[src/design/ledaof_pkg.sv]
`timescale 1ns / 1ps

package ledaof_pkg;

    localparam int DUTY_BITS = 8;
    localparam int TICK_BITS = 64;
    localparam int MS_BITS   = 32;
    localparam int CFG_BITS  = 32;
    localparam int CFG_IDX_BITS = 3;
    // Fade numerator: level (DUTY_BITS) times a 32-bit ms count.
    localparam int NUM_BITS  = DUTY_BITS + MS_BITS;

    typedef enum logic [1:0] {
        REQ_TICK  = 2'd0,
        REQ_ON    = 2'd1,
        REQ_OFF   = 2'd2,
        REQ_FLASH = 2'd3
    } t_req;

    localparam logic [CFG_IDX_BITS-1:0] CFG_LEVEL_OFF   = 3'd0;
    localparam logic [CFG_IDX_BITS-1:0] CFG_LEVEL_ON    = 3'd1;
    localparam logic [CFG_IDX_BITS-1:0] CFG_AUTO_OFF    = 3'd2;
    localparam logic [CFG_IDX_BITS-1:0] CFG_ON_TICKS    = 3'd3;
    localparam logic [CFG_IDX_BITS-1:0] CFG_FADE_MS     = 3'd4;
    localparam logic [CFG_IDX_BITS-1:0] CFG_FLASH_TICKS = 3'd5;
    localparam logic [CFG_IDX_BITS-1:0] CFG_LOCKED      = 3'd6;

    localparam logic [DUTY_BITS-1:0] LEVEL_ON_RESET = '1;

    typedef struct packed {
        t_req                 req_type;
        logic [TICK_BITS-1:0] tick_now;
        logic [MS_BITS-1:0]   ms_now;
    } t_in_item;

    typedef struct packed {
        logic [DUTY_BITS-1:0] duty;
        logic                 duty_written;
        logic                 is_on;
        logic                 is_off;
    } t_out_item;

    typedef struct packed {
        logic load;
        logic switch_on;
        logic switch_off;
        logic flash;
        logic clr_flash;
        logic start_fade;
        logic mul_a;
        logic mul_b;
        logic div_start;
        logic fade_write;
        logic result;
    } t_dp_cmd;

    typedef struct packed {
        t_req req;
        logic locked;
        logic flash_flag;
        logic flash_active;
        logic arm_hit;
        logic fade_nonzero;
        logic fading;
        logic elapsed_ge;
        logic div_busy;
        logic out_free;
    } t_dp_stat;

endpackage

[src/design/ledaof_div.sv]
`timescale 1ns / 1ps

module ledaof_div (
    input  logic                            i_clk,
    input  logic                            i_rst_n,
    input  logic                            i_start,
    input  logic [ledaof_pkg::NUM_BITS-1:0] i_num,
    input  logic [ledaof_pkg::MS_BITS-1:0]  i_den,
    output logic                            o_busy,
    output logic [ledaof_pkg::DUTY_BITS-1:0] o_quot
);
    import ledaof_pkg::*;

    localparam int CNT_W = (DUTY_BITS > 1) ? $clog2(DUTY_BITS) : 1;
    localparam logic [CNT_W-1:0] CNT_LAST = CNT_W'(DUTY_BITS - 1);

    logic [MS_BITS-1:0]   r_rem;
    logic [DUTY_BITS-1:0] r_quo;
    logic [MS_BITS-1:0]   r_den;
    logic [CNT_W-1:0]     r_cnt;
    logic                 r_busy;

    logic [MS_BITS:0] trial;
    logic [MS_BITS:0] diff;
    logic             ge;

    // The quotient is known to fit in DUTY_BITS, so the upper part of the
    // numerator is already below the divisor and only DUTY_BITS steps remain.
    assign trial = {r_rem, r_quo[DUTY_BITS-1]};
    assign diff  = trial - {1'b0, r_den};
    assign ge    = trial >= {1'b0, r_den};

    always_ff @(posedge i_clk) begin
        if (!i_rst_n) begin
            r_busy <= 1'b0;
            r_cnt  <= '0;
        end else if (i_start) begin
            r_busy <= 1'b1;
            r_cnt  <= '0;
        end else if (r_busy) begin
            r_cnt <= r_cnt + CNT_W'(1);
            if (r_cnt == CNT_LAST) begin
                r_busy <= 1'b0;
            end
        end
    end

    always_ff @(posedge i_clk) begin
        if (i_start) begin
            r_rem <= i_num[NUM_BITS-1:DUTY_BITS];
            r_quo <= i_num[DUTY_BITS-1:0];
            r_den <= i_den;
        end else if (r_busy) begin
            r_rem <= ge ? diff[MS_BITS-1:0] : trial[MS_BITS-1:0];
            r_quo <= {r_quo[DUTY_BITS-2:0], ge};
        end
    end

    assign o_busy = r_busy;
    assign o_quot = r_quo;

endmodule

[src/design/ledaof_dp.sv]
`timescale 1ns / 1ps

module ledaof_dp (
    input  logic                                i_clk,
    input  logic                                i_rst_n,
    input  ledaof_pkg::t_in_item                i_in_data,
    input  logic                                i_cfg_valid,
    input  logic [ledaof_pkg::CFG_IDX_BITS-1:0] i_cfg_index,
    input  logic [ledaof_pkg::CFG_BITS-1:0]     i_cfg_data,
    input  logic                                i_out_stall,
    input  ledaof_pkg::t_dp_cmd                 i_cmd,
    output ledaof_pkg::t_dp_stat                o_stat,
    output logic                                o_out_valid,
    output ledaof_pkg::t_out_item               o_out_data
);
    import ledaof_pkg::*;

    // Configuration
    logic [DUTY_BITS-1:0] r_level_off;
    logic [DUTY_BITS-1:0] r_level_on;
    logic                 r_auto_off;
    logic [CFG_BITS-1:0]  r_on_ticks;
    logic [MS_BITS-1:0]   r_fade_ms;
    logic [CFG_BITS-1:0]  r_flash_ticks;
    logic                 r_locked;

    // Controller state
    logic [DUTY_BITS-1:0] r_logical;
    logic [DUTY_BITS-1:0] r_drive;
    logic                 r_lit;
    logic                 r_fading;
    logic                 r_flash;
    logic [TICK_BITS-1:0] r_flash_start;
    logic [TICK_BITS-1:0] r_off_tick;
    logic [MS_BITS-1:0]   r_fade_start;
    logic [DUTY_BITS-1:0] r_fade_from;
    logic                 r_wrote;

    // Current item and fade arithmetic
    t_in_item             r_in;
    logic [NUM_BITS-1:0]  r_p0;
    logic [NUM_BITS-1:0]  r_p1;
    logic [MS_BITS-1:0]   r_rest;

    logic                 r_out_valid;
    t_out_item            r_out;

    logic [TICK_BITS-1:0] flash_age;
    logic [MS_BITS-1:0]   elapsed;
    logic [NUM_BITS-1:0]  p0_n;
    logic [NUM_BITS-1:0]  p1_n;
    logic [NUM_BITS-1:0]  num_sum;
    logic                 div_busy;
    logic [DUTY_BITS-1:0] quot;
    logic                 out_free;

    assign flash_age = r_in.tick_now - r_flash_start;
    assign elapsed   = r_in.ms_now - r_fade_start;
    assign p0_n      = NUM_BITS'(r_level_off) * NUM_BITS'(elapsed);
    assign p1_n      = NUM_BITS'(r_fade_from) * NUM_BITS'(r_rest);
    // The weighted sum never exceeds the full level times the fade length.
    assign num_sum   = r_p0 + r_p1;
    assign out_free  = !r_out_valid || !i_out_stall;

    ledaof_div u_div (
        .i_clk   (i_clk),
        .i_rst_n (i_rst_n),
        .i_start (i_cmd.div_start),
        .i_num   (num_sum),
        .i_den   (r_fade_ms),
        .o_busy  (div_busy),
        .o_quot  (quot)
    );

    always_comb begin
        o_stat.req          = r_in.req_type;
        o_stat.locked       = r_locked;
        o_stat.flash_flag   = r_flash;
        o_stat.flash_active = flash_age < TICK_BITS'(r_flash_ticks);
        o_stat.arm_hit      = r_auto_off && r_lit && !r_fading
                              && (r_in.tick_now >= r_off_tick);
        o_stat.fade_nonzero = r_fade_ms != '0;
        o_stat.fading       = r_fading;
        o_stat.elapsed_ge   = elapsed >= r_fade_ms;
        o_stat.div_busy     = div_busy;
        o_stat.out_free     = out_free;
    end

    always_ff @(posedge i_clk) begin
        if (!i_rst_n) begin
            r_level_off   <= '0;
            r_level_on    <= LEVEL_ON_RESET;
            r_auto_off    <= 1'b0;
            r_on_ticks    <= '0;
            r_fade_ms     <= '0;
            r_flash_ticks <= '0;
            r_locked      <= 1'b0;
            r_logical     <= '0;
            r_drive       <= '0;
            r_lit         <= 1'b0;
            r_fading      <= 1'b0;
            r_flash       <= 1'b0;
            r_flash_start <= '0;
            r_off_tick    <= '0;
            r_fade_start  <= '0;
            r_fade_from   <= '0;
            r_wrote       <= 1'b0;
            r_out_valid   <= 1'b0;
        end else begin
            if (i_cfg_valid) begin
                unique case (i_cfg_index)
                    CFG_LEVEL_OFF:   r_level_off   <= i_cfg_data[DUTY_BITS-1:0];
                    CFG_LEVEL_ON:    r_level_on    <= i_cfg_data[DUTY_BITS-1:0];
                    CFG_AUTO_OFF:    r_auto_off    <= i_cfg_data[0];
                    CFG_ON_TICKS:    r_on_ticks    <= i_cfg_data;
                    CFG_FADE_MS:     r_fade_ms     <= i_cfg_data[MS_BITS-1:0];
                    CFG_FLASH_TICKS: r_flash_ticks <= i_cfg_data;
                    CFG_LOCKED:      r_locked      <= i_cfg_data[0];
                    default: ;
                endcase
            end

            if (i_cmd.load) begin
                r_wrote <= 1'b0;
            end
            if (i_cmd.switch_on) begin
                r_logical <= r_level_on;
                r_drive   <= r_level_on;
                r_wrote   <= 1'b1;
                r_lit     <= 1'b1;
                if (r_auto_off) begin
                    r_off_tick <= r_in.tick_now + TICK_BITS'(r_on_ticks);
                end
            end
            if (i_cmd.switch_off) begin
                r_logical <= r_level_off;
                r_drive   <= r_level_off;
                r_wrote   <= 1'b1;
                r_lit     <= 1'b0;
                r_fading  <= 1'b0;
            end
            if (i_cmd.flash) begin
                r_flash       <= 1'b1;
                r_flash_start <= r_in.tick_now;
                r_drive       <= r_level_on;
                r_wrote       <= 1'b1;
            end
            if (i_cmd.clr_flash) begin
                r_flash <= 1'b0;
            end
            if (i_cmd.start_fade) begin
                r_fading     <= 1'b1;
                r_fade_start <= r_in.ms_now;
                r_fade_from  <= r_logical;
            end
            if (i_cmd.fade_write) begin
                r_logical <= quot;
                r_drive   <= quot;
                r_wrote   <= 1'b1;
            end

            if (i_cmd.result) begin
                r_out_valid <= 1'b1;
            end else if (!i_out_stall) begin
                r_out_valid <= 1'b0;
            end
        end
    end

    always_ff @(posedge i_clk) begin
        if (i_cmd.load) begin
            r_in <= i_in_data;
        end
        if (i_cmd.mul_a) begin
            r_p0   <= p0_n;
            r_rest <= r_fade_ms - elapsed;
        end
        if (i_cmd.mul_b) begin
            r_p1 <= p1_n;
        end
        if (i_cmd.result) begin
            r_out.duty         <= r_drive;
            r_out.duty_written <= r_wrote;
            r_out.is_on        <= r_logical == r_level_on;
            r_out.is_off       <= r_logical == r_level_off;
        end
    end

    assign o_out_valid = r_out_valid;
    assign o_out_data  = r_out;

`ifndef SYNTHESIS
    // A fade only ever runs on a lit LED.
    a_fade_implies_lit: assert property (@(posedge i_clk) disable iff (!i_rst_n)
        r_fading |-> r_lit)
        else $error("fading flag set while the LED is not lit");
`endif

endmodule

[src/design/ledaof_ctrl.sv]
`timescale 1ns / 1ps

module ledaof_ctrl (
    input  logic                 i_clk,
    input  logic                 i_rst_n,
    input  logic                 i_in_valid,
    output logic                 o_in_stall,
    input  ledaof_pkg::t_dp_stat i_stat,
    output ledaof_pkg::t_dp_cmd  o_cmd
);
    import ledaof_pkg::*;

    typedef enum logic [8:0] {
        ST_IDLE   = 9'b000000001,
        ST_DECODE = 9'b000000010,
        ST_FLASH  = 9'b000000100,
        ST_ARM    = 9'b000001000,
        ST_FADE   = 9'b000010000,
        ST_MUL    = 9'b000100000,
        ST_ADD    = 9'b001000000,
        ST_DIV    = 9'b010000000,
        ST_RESULT = 9'b100000000
    } t_state;

    t_state  r_state;
    t_state  n_state;
    t_dp_cmd cmd;

    always_comb begin
        n_state = r_state;
        cmd     = '0;
        unique case (r_state)
            ST_IDLE: begin
                if (i_in_valid) begin
                    cmd.load = 1'b1;
                    n_state  = ST_DECODE;
                end
            end
            ST_DECODE: begin
                unique case (i_stat.req)
                    REQ_TICK: begin
                        n_state = ST_FLASH;
                    end
                    REQ_ON: begin
                        cmd.switch_on = !i_stat.locked;
                        n_state       = ST_RESULT;
                    end
                    REQ_OFF: begin
                        cmd.switch_off = !i_stat.locked;
                        n_state        = ST_RESULT;
                    end
                    REQ_FLASH: begin
                        cmd.flash = 1'b1;
                        n_state   = ST_RESULT;
                    end
                    default: n_state = ST_RESULT;
                endcase
            end
            ST_FLASH: begin
                // A tick inside the flash window is swallowed; the first one
                // past it ends the flash even when the block is locked.
                if (i_stat.flash_flag && i_stat.flash_active) begin
                    n_state = ST_RESULT;
                end else begin
                    cmd.clr_flash = i_stat.flash_flag;
                    n_state       = i_stat.locked ? ST_RESULT : ST_ARM;
                end
            end
            ST_ARM: begin
                if (i_stat.arm_hit) begin
                    if (i_stat.fade_nonzero) begin
                        cmd.start_fade = 1'b1;
                        n_state        = ST_FADE;
                    end else begin
                        cmd.switch_off = 1'b1;
                        n_state        = ST_RESULT;
                    end
                end else if (i_stat.fading) begin
                    n_state = ST_FADE;
                end else begin
                    n_state = ST_RESULT;
                end
            end
            ST_FADE: begin
                if (i_stat.elapsed_ge) begin
                    cmd.switch_off = 1'b1;
                    n_state        = ST_RESULT;
                end else begin
                    cmd.mul_a = 1'b1;
                    n_state   = ST_MUL;
                end
            end
            ST_MUL: begin
                cmd.mul_b = 1'b1;
                n_state   = ST_ADD;
            end
            ST_ADD: begin
                cmd.div_start = 1'b1;
                n_state       = ST_DIV;
            end
            ST_DIV: begin
                if (!i_stat.div_busy) begin
                    cmd.fade_write = 1'b1;
                    n_state        = ST_RESULT;
                end
            end
            ST_RESULT: begin
                if (i_stat.out_free) begin
                    cmd.result = 1'b1;
                    n_state    = ST_IDLE;
                end
            end
            default: n_state = ST_IDLE;
        endcase
    end

    always_ff @(posedge i_clk) begin
        if (!i_rst_n) begin
            r_state <= ST_IDLE;
        end else begin
            r_state <= n_state;
        end
    end

    assign o_in_stall = (r_state != ST_IDLE);
    assign o_cmd      = cmd;

`ifndef SYNTHESIS
    a_accept_decodes: assert property (@(posedge i_clk) disable iff (!i_rst_n)
        i_in_valid && !o_in_stall |=> r_state == ST_DECODE)
        else $error("accepted beat was not decoded next");

    a_fade_needs_flag: assert property (@(posedge i_clk) disable iff (!i_rst_n)
        r_state == ST_FADE |-> i_stat.fading)
        else $error("fade step entered without an active fade");

    a_div_started: assert property (@(posedge i_clk) disable iff (!i_rst_n)
        r_state == ST_ADD |=> r_state == ST_DIV && i_stat.div_busy)
        else $error("divider did not start for the fade step");
`endif

endmodule

[src/design/led_auto_off_fade_controller.sv]
`timescale 1ns / 1ps

// LED auto-off fade controller: each accepted beat (tick, turn_on, turn_off
// or flash) yields exactly one result beat with the driven duty, a written
// flag and the on/off status of the logical level. Turn_on, turn_off and
// flash beats pass the decode and result states before the next beat is
// taken; a tick also passes the flash check and may pass the auto-off
// check; a fade step adds the two multiplications and the 8-step restoring
// divider that forms the fade level. A finished result sits in an output
// register, so the next beat is accepted while it waits. Configuration
// writes are always ready and must be issued while no beat is in flight.
module led_auto_off_fade_controller (
    input  logic                                i_clk,
    input  logic                                i_rst_n,
    input  logic                                i_in_valid,
    output logic                                o_in_stall,
    input  ledaof_pkg::t_in_item                i_in_data,
    output logic                                o_out_valid,
    input  logic                                i_out_stall,
    output ledaof_pkg::t_out_item               o_out_data,
    input  logic                                i_cfg_valid,
    output logic                                o_cfg_ready,
    input  logic [ledaof_pkg::CFG_IDX_BITS-1:0] i_cfg_index,
    input  logic [ledaof_pkg::CFG_BITS-1:0]     i_cfg_data
);
    import ledaof_pkg::*;

    t_dp_cmd  cmd;
    t_dp_stat stat;

    assign o_cfg_ready = 1'b1;

    ledaof_ctrl u_ctrl (
        .i_clk      (i_clk),
        .i_rst_n    (i_rst_n),
        .i_in_valid (i_in_valid),
        .o_in_stall (o_in_stall),
        .i_stat     (stat),
        .o_cmd      (cmd)
    );

    ledaof_dp u_dp (
        .i_clk       (i_clk),
        .i_rst_n     (i_rst_n),
        .i_in_data   (i_in_data),
        .i_cfg_valid (i_cfg_valid),
        .i_cfg_index (i_cfg_index),
        .i_cfg_data  (i_cfg_data),
        .i_out_stall (i_out_stall),
        .i_cmd       (cmd),
        .o_stat      (stat),
        .o_out_valid (o_out_valid),
        .o_out_data  (o_out_data)
    );

endmodule
[config.mk]
export PLATFORM = sky130hd
export DESIGN_NAME = led_auto_off_fade_controller
export DESIGN_NICKNAME = d
export VERILOG_FILES = /design/src/design/ledaof_pkg.sv /design/src/design/ledaof_div.sv /design/src/design/ledaof_dp.sv /design/src/design/ledaof_ctrl.sv /design/src/design/led_auto_off_fade_controller.sv
export SDC_FILE = /design/constraint.sdc
export NUM_CORES = 2
export LEC_CHECK = 0
export BUFFER_PORTS_ARGS = -buffer_cell sky130_fd_sc_hd__buf_4
export CORE_MARGIN = 4
export CORE_UTILIZATION = 40
export CTS_BUF_LIST = sky130_fd_sc_hd__clkbuf_16
export DETAILED_ROUTE_END_ITERATION = 10
export PLACE_DENSITY = 0.53
export SLEW_MARGIN = 20
export SYNTH_ARGS = -nofsm -noshare
export SYNTH_HDL_FRONTEND = slang
export SYNTH_SLANG_ARGS = --single-unit
[constraint.sdc]
create_clock -name i_clk -period 20.5 [get_ports i_clk]
set_input_delay 1.025 -clock i_clk [delete_from_list [all_inputs] [get_ports i_clk]]
set_output_delay 1.025 -clock i_clk [all_outputs]
set_load 0.01 [all_outputs]
* Word-level counts from Yosys, hierarchy flattened
Index checks and enable logic that the tools add are counted.
** Storage, ports and cells
- Flip-flop bits (word level) :: 609
** Cells by class
- Add/subtract/negate cells :: 7
- Multiply operators :: 2
- $lt $le $gt $ge :: 4
- Equality and inequality tests :: 26
- Multiplexer cells :: 57
- Bitwise operators :: 1
- Reduce and logical (&&, ||, !) cells :: 30
** Operator list (number)
- $mux W32 :: 3
- $sub A32 B32 Y32 :: 3
- $mux W9 :: 9
- $pmux W9 S9 :: 1
- $mul A8 B32 Y40 :: 2
- $add A64 B32 Y64 :: 1
- $ge A64 B64 Y1 :: 1
- $lt A64 B32 Y1 :: 1
- $sub A64 B64 Y64 :: 1
- $mux W8 :: 7
- $add A40 B40 Y40 :: 1
- $mux W1 :: 35
- $ge A33 B32 Y1 :: 1
- $ge A32 B32 Y1 :: 1
- $reduce_bool A32 Y1 :: 1
- $pmux W9 S2 :: 1
- $eq A8 B8 Y1 :: 2
- $reduce_and A2 Y1 :: 8
- $eq A3 B3 Y1 const B :: 4
- $eq A9 B1 Y1 const B :: 1
- $eq A9 B2 Y1 const B :: 1
- $eq A9 B3 Y1 const B :: 1
- $eq A9 B4 Y1 const B :: 1
- $eq A9 B5 Y1 const B :: 1
- 26 further kinds :: 39

* Longest topological paths before layout
- Word-level depth :: 8
- Depth in mapped cells :: 36

* Modules after synthesis
A second synthesis with hierarchy kept.
** Unflattened totals
- Cell total of the unflattened synthesis :: 5806
- Area total of the unflattened synthesis :: 52678.0 um^2
** Modules (own cells, without submodules)
- ledaof_dp :: instances 1, cells an instance 5209, area an instance 46965.0 um^2
- ledaof_div :: instances 1, cells an instance 513, area an instance 5023.6 um^2
- ledaof_ctrl :: instances 1, cells an instance 82, area an instance 678.2 um^2
- led_auto_off_fade_controller :: instances 1, cells an instance 2, area an instance 11.3 um^2

* Least setup slack after synthesis
No wires, ideal clock.
- Path kind :: reg-to-reg
- Start point :: reg u_dp.r_in[0] in the netlist's numbering
- End point :: reg u_dp.r_p0[39], data pin
- Setup time :: 0.259 ns
- Arrival time :: 7.669 ns
- Path slack :: 12.572 ns
- Cell stages (with the launch flop) :: 37
- Clock period less this slack :: 7.928 ns
- Cells stage by stage :: edfxtp_1 -> inv_1 -> ha_1 -> inv_1 -> fa_1 -> a21o_1 -> a21oi_1 -> o21ai_0 -> a31o_2 -> a31oi_1 -> o21ai_1 -> o21a_1 -> nor2_1 -> o21bai_1 -> a21oi_1 -> xnor2_1 -> inv_1 -> nor2_1 -> fa_1 -> fa_1 -> fa_1 -> inv_1 -> fa_1 -> inv_1 -> ha_1 -> nand3_1 -> nor3_1 -> o211ai_1 -> a31oi_1 -> nor2_1 -> a21oi_1 -> a221o_1 -> nor4_1 -> or4_1 -> and3_1 -> a21oi_1 -> xnor2_1
** Between the ends
- Longest elaborated chain between the ends :: 2
** RTL lines
- from (decl) :: line ledaof_dp.sv:40 : t_in_item r_in;
- from (signal assigned) :: line ledaof_dp.sv:172 : r_in <= i_in_data;
- $sub A32 B32 Y32 :: line ledaof_dp.sv:58 : assign elapsed = r_in.ms_now - r_fade_start;
- $mul A8 B32 Y40 :: line ledaof_dp.sv:59 : assign p0_n = NUM_BITS'(r_level_off) * NUM_BITS'(elapsed);
- via u_dp.p0_n[39] :: line ledaof_dp.sv:50 : logic [NUM_BITS-1:0] p0_n;
- to (signal assigned) :: line ledaof_dp.sv:175 : r_p0 <= p0_n;
- to (decl) :: line ledaof_dp.sv:41 : logic [NUM_BITS-1:0] r_p0;
The timed path passes the listed nets, and every way through them passes these cells.
A chain may end at the register's enable or synchronous reset.

* Worst setup path after layout
Ends and elaborated chain as after synthesis.

==> flow_summary_export.csv <==
group,metric,value,unit
status,status,"finished clean",
sta,worst_pin_slew,1.10,ns
clock_tree,ctsHoldBuffers,0,
sta,fin_worst_skew,0.0470,ns
critical_path,critPathMaxFanout,6,
critical_path,r2r_slack,11.49,ns
routing,vias_per_cell,5.36,
synth,synth_cell_types,96,
synth,synthFlopType,"dfxtp_1",
routing,first_pass_iters,5,
global_route,grt-ovfl-total,0,
clock_tree,h-tree-depth,3,
routing,routed-via-count,41300,
pwr,p_leak,24.0,nW
clock_tree,tritoncts,"done",
clock_tree,cts_buffers,75,
critical_path,cp-end-kind,"flip-flop",
critical_path,slowest_delay,0.55,ns
sta,fmax,0.111,GHz
critical_path,critPathTopFamily,"compound AO/OA/AOI/OAI gates",
critical_path,start_kind,"flip-flop",
clock_tree,cts.sinks,609,
floorplan,dieArea,135000,um^2
critical_path,cp.required,20.90,ns
synth,syn_nets,6850,
sta,finalSetupTns,0,ns
critical_path,crit_cells,36,
floorplan,core_region_area,128000,um^2
floorplan,start_util,40.3,%
synth,ys_seq_elements,609,
synth,netlist.area_leader.share,17.1,%
clock_tree,clkSlewWorstSetupHoldPaths,0.06,ns
global_route,grt_pass1_vias,41200,
critical_path,crit_buf_inv,5,
synth,yosysWarnings,0,
synth,syn_area,51500,um^2
clock_tree,postCtsSetupBuffers,0,
placement,dpl.cell_count,7553,
pwr,power_density,56.6,nW/um^2
global_route,antenna_found_initial,10,
synth,syn_inst,5900,
placement,globalplace.congestion,0.908,
hold_path,hold_path_class,"flip-flop to flip-flop",
synth,synthArstFlopShare,0,%
sta,hold_slack,0.424,ns
pwr,max-vdd-ir-drop,0.0657,mV
floorplan,row_count,131,
layout,fin_cells,7694,
layout,nets,6919,
routing,wl_per_cell,20.0,um
routing,drc,0,
global_route,grt_pass1_wl,241000,um
global_route,grt_max_degree,126,
run,cap_violations,0,
hold_path,holdPathStages,0,
synth,synthTopCellsByArea,"edfxtp_1 (17%), fa_1 (14%), dfxtp_1 (12%)",
clock_tree,cts_resized,0,
routing,drtAntennaViolNets,0,
synth,synth_edf_count,293,
sta,fin_crit_sh,44.0,%
sta,setup_viol,0,
placement,dpl.hpwl,119000,um
routing,drt_iter0_markers,2631,
layout,drive_gt1_share,6.17,%
placement,portBuffers,150,
sta,period_minus_slack,9.01,ns
synth,synth_top_cell_by_area,"edfxtp_1",
floorplan,die_y,367,um
layout,n_fill_cell,12600,
synth,syn_avg_cell_area,8.73,um^2
floorplan,die_w,367,um
clock_tree,clockBufferDepth,3,
synth,yosysSeqAreaShare,29.4,%
sta,relSlewSlack,26.4,%
critical_path,cpMaxStageDelayCell,"fa_1",
clock_tree,insertion_delay,0.67,ns
sta,rsz0062_at_grt,"no",
critical_path,worst-r2r-cell-count,36,
routing,routed_wl,154000,um
floorplan,io_pins,152,
critical_path,crit_type,"flip-flop to flip-flop",
layout,synthToLayoutAreaGrowth,10.4,%
clock_tree,cts_root_buf,"clkbuf_16",
sta,hold_violations,0,
critical_path,arrival,9.41,ns
sta,timing.final.max_slew_violations,0,
pwr,p_total,0.00322,W
global_route,track_usage,22.6,%
## state kept, by name (all words and copies together), names as in the netlist, 2 cells and up
| signal | flops |
|---|---|
| u_dp.u_div.r_cnt | 3 |
| u_dp.r_level_on | 8 |
| u_dp.u_div.r_rem | 32 |
| u_dp.u_div.r_den | 32 |
| u_dp.r_fade_start | 32 |
| u_dp.r_flash_ticks | 32 |
| u_dp.r_flash_start | 64 |
| u_dp.r_drive | 8 |
| u_ctrl.r_state | 9 |
| u_dp.r_rest | 32 |
| u_dp.r_p0 | 40 |
| u_dp.r_fade_ms | 32 |
| u_dp.u_div.o_quot | 8 |
| u_dp.r_off_tick | 64 |
| u_dp.r_level_off | 8 |
| u_dp.o_out_data | 11 |
| u_dp.o_stat | 2 |
| u_dp.r_p1 | 40 |
| u_dp.r_fade_from | 8 |
| u_dp.r_on_ticks | 32 |
| u_dp.r_in | 96 |
| u_dp.r_logical | 8 |
## layer usage
metal	global-route usage [%]	vias up	routed length (um)
met5	0	-	35
met4	7.15	6	4930
li1	-	20100	-
met3	2.88	228	6540
met1	29.6	20100	67900
met2	39.0	802	74400
## cells in the final DEF (no fill, tap or decap), drive strengths merged, types with 12 or more instances in the layout
cell and n:
a211oi 81, xnor2 197, edfxtp 293, xor2 96
o21ai 178, o211ai 26, nor2 480, clkbuf 78
a21oi 538, or2 20, o221ai 16, buf 196
nor4 28, or3 21, nand3 86, clkinv 37
and3 41, a21o 139, dfxtp 316, o21bai 37
fa 366, a31oi 43, a211o 12, and2 178
nand2 812, nand2b 52, mux2i 67, o21a 56
ha 446, inv 717, nand4 68, nor2b 42
nor3 70
## worst register-to-register path, delay by kind of cell, from the launching register on
kind                     cells  cell delay (ns)
adder cells (fa/ha/maj)      7             2.98
AO/OA/AOI/OAI               14             3.14
flip-flops                   1             0.38
buffers and inverters        5             0.45
AND/OR/NAND/NOR              8             1.57
XOR/XNOR                     2             0.30
## where the power goes
group	internal, W	switching (W)	leakage, nW
combinational	0.000192	0.000338	17.4
clock	0.000782	0.000568	1.28
sequential	0.00130	0.0000339	5.28
total	0.00228	0.000940	24.0
## metrics by stage
step | setup WS [ns] | util [%] | area [um^2]
6_report | 11.49 | 44.5 | 56800
3_5_place_dp | 11.49 | 42.6 | 54300
5_1_grt | 10.75 | 44.5 | 56800
3_3_place_gp | 11.53 | 42.6 | 54300
4_1_cts | 11.44 | 44.5 | 56800
2_1_floorplan | 12.57 | - | 51500
## cells in the mapped netlist (12+ instances only)
library cell  number
nand4_1           68
a211o_1           12
fa_1             366
xor2_1            96
clkbuf_1         185
o21bai_1          37
or3_1             21
and3_1            41
nand2_1          812
o21ai_0          168
nand3_1           86
nor2b_1           42
a31oi_1           41
o211ai_1          26
a21o_1           139
buf_1             14
xnor2_1          197
nor4_1            28
nand2b_1          52
edfxtp_1         293
a211oi_1          80
nor3_1            69
mux2i_1           67
ha_1             446
a21oi_1          537
inv_1            690
dfxtp_1          316
or2_2             18
o21a_1            56
o221ai_1          16
nor2_1           479
and2_1           178
## cells by family (layout without fill, tap and decap cells)
group	after synthesis	count (layout)	share of synthesized area, %
other	1	4	0.00728
buffers and inverters	906	1035	6.62
adder cells (fa/ha/maj)	812	812	25.1
AO/OA/AOI/OAI	1259	1259	15.3
multiplexers	70	70	1.37
AND/OR/NAND/NOR	1950	1950	17.3
XOR/XNOR	293	293	4.98
flip-flops	609	609	29.4
## final cells by class
cell class,count,area (um^2),area share (%)
Sequential cell,609,15100,26.6
Antenna cell,3,7.51,0.0132
Multi-Input combinational cell,4385,33000,58.1
Inverter,702,2650,4.65
Clock inverter,59,512,0.900
Clock buffer,78,1950,3.43
Tap cell,1662,2080,3.66
Timing Repair Buffer,196,1490,2.62
## final timing paths
path                                   start                  to
worst max-delay path            u_dp.r_in[0]       u_dp.r_p0[39]
worst min-delay path            u_dp.r_wrote  u_dp.o_out_data[2]
worst max register to register  u_dp.r_in[0]       u_dp.r_p0[39]
worst min register to register  u_dp.r_wrote  u_dp.o_out_data[2]
Note: power is estimated with default switching activity, not from simulation.
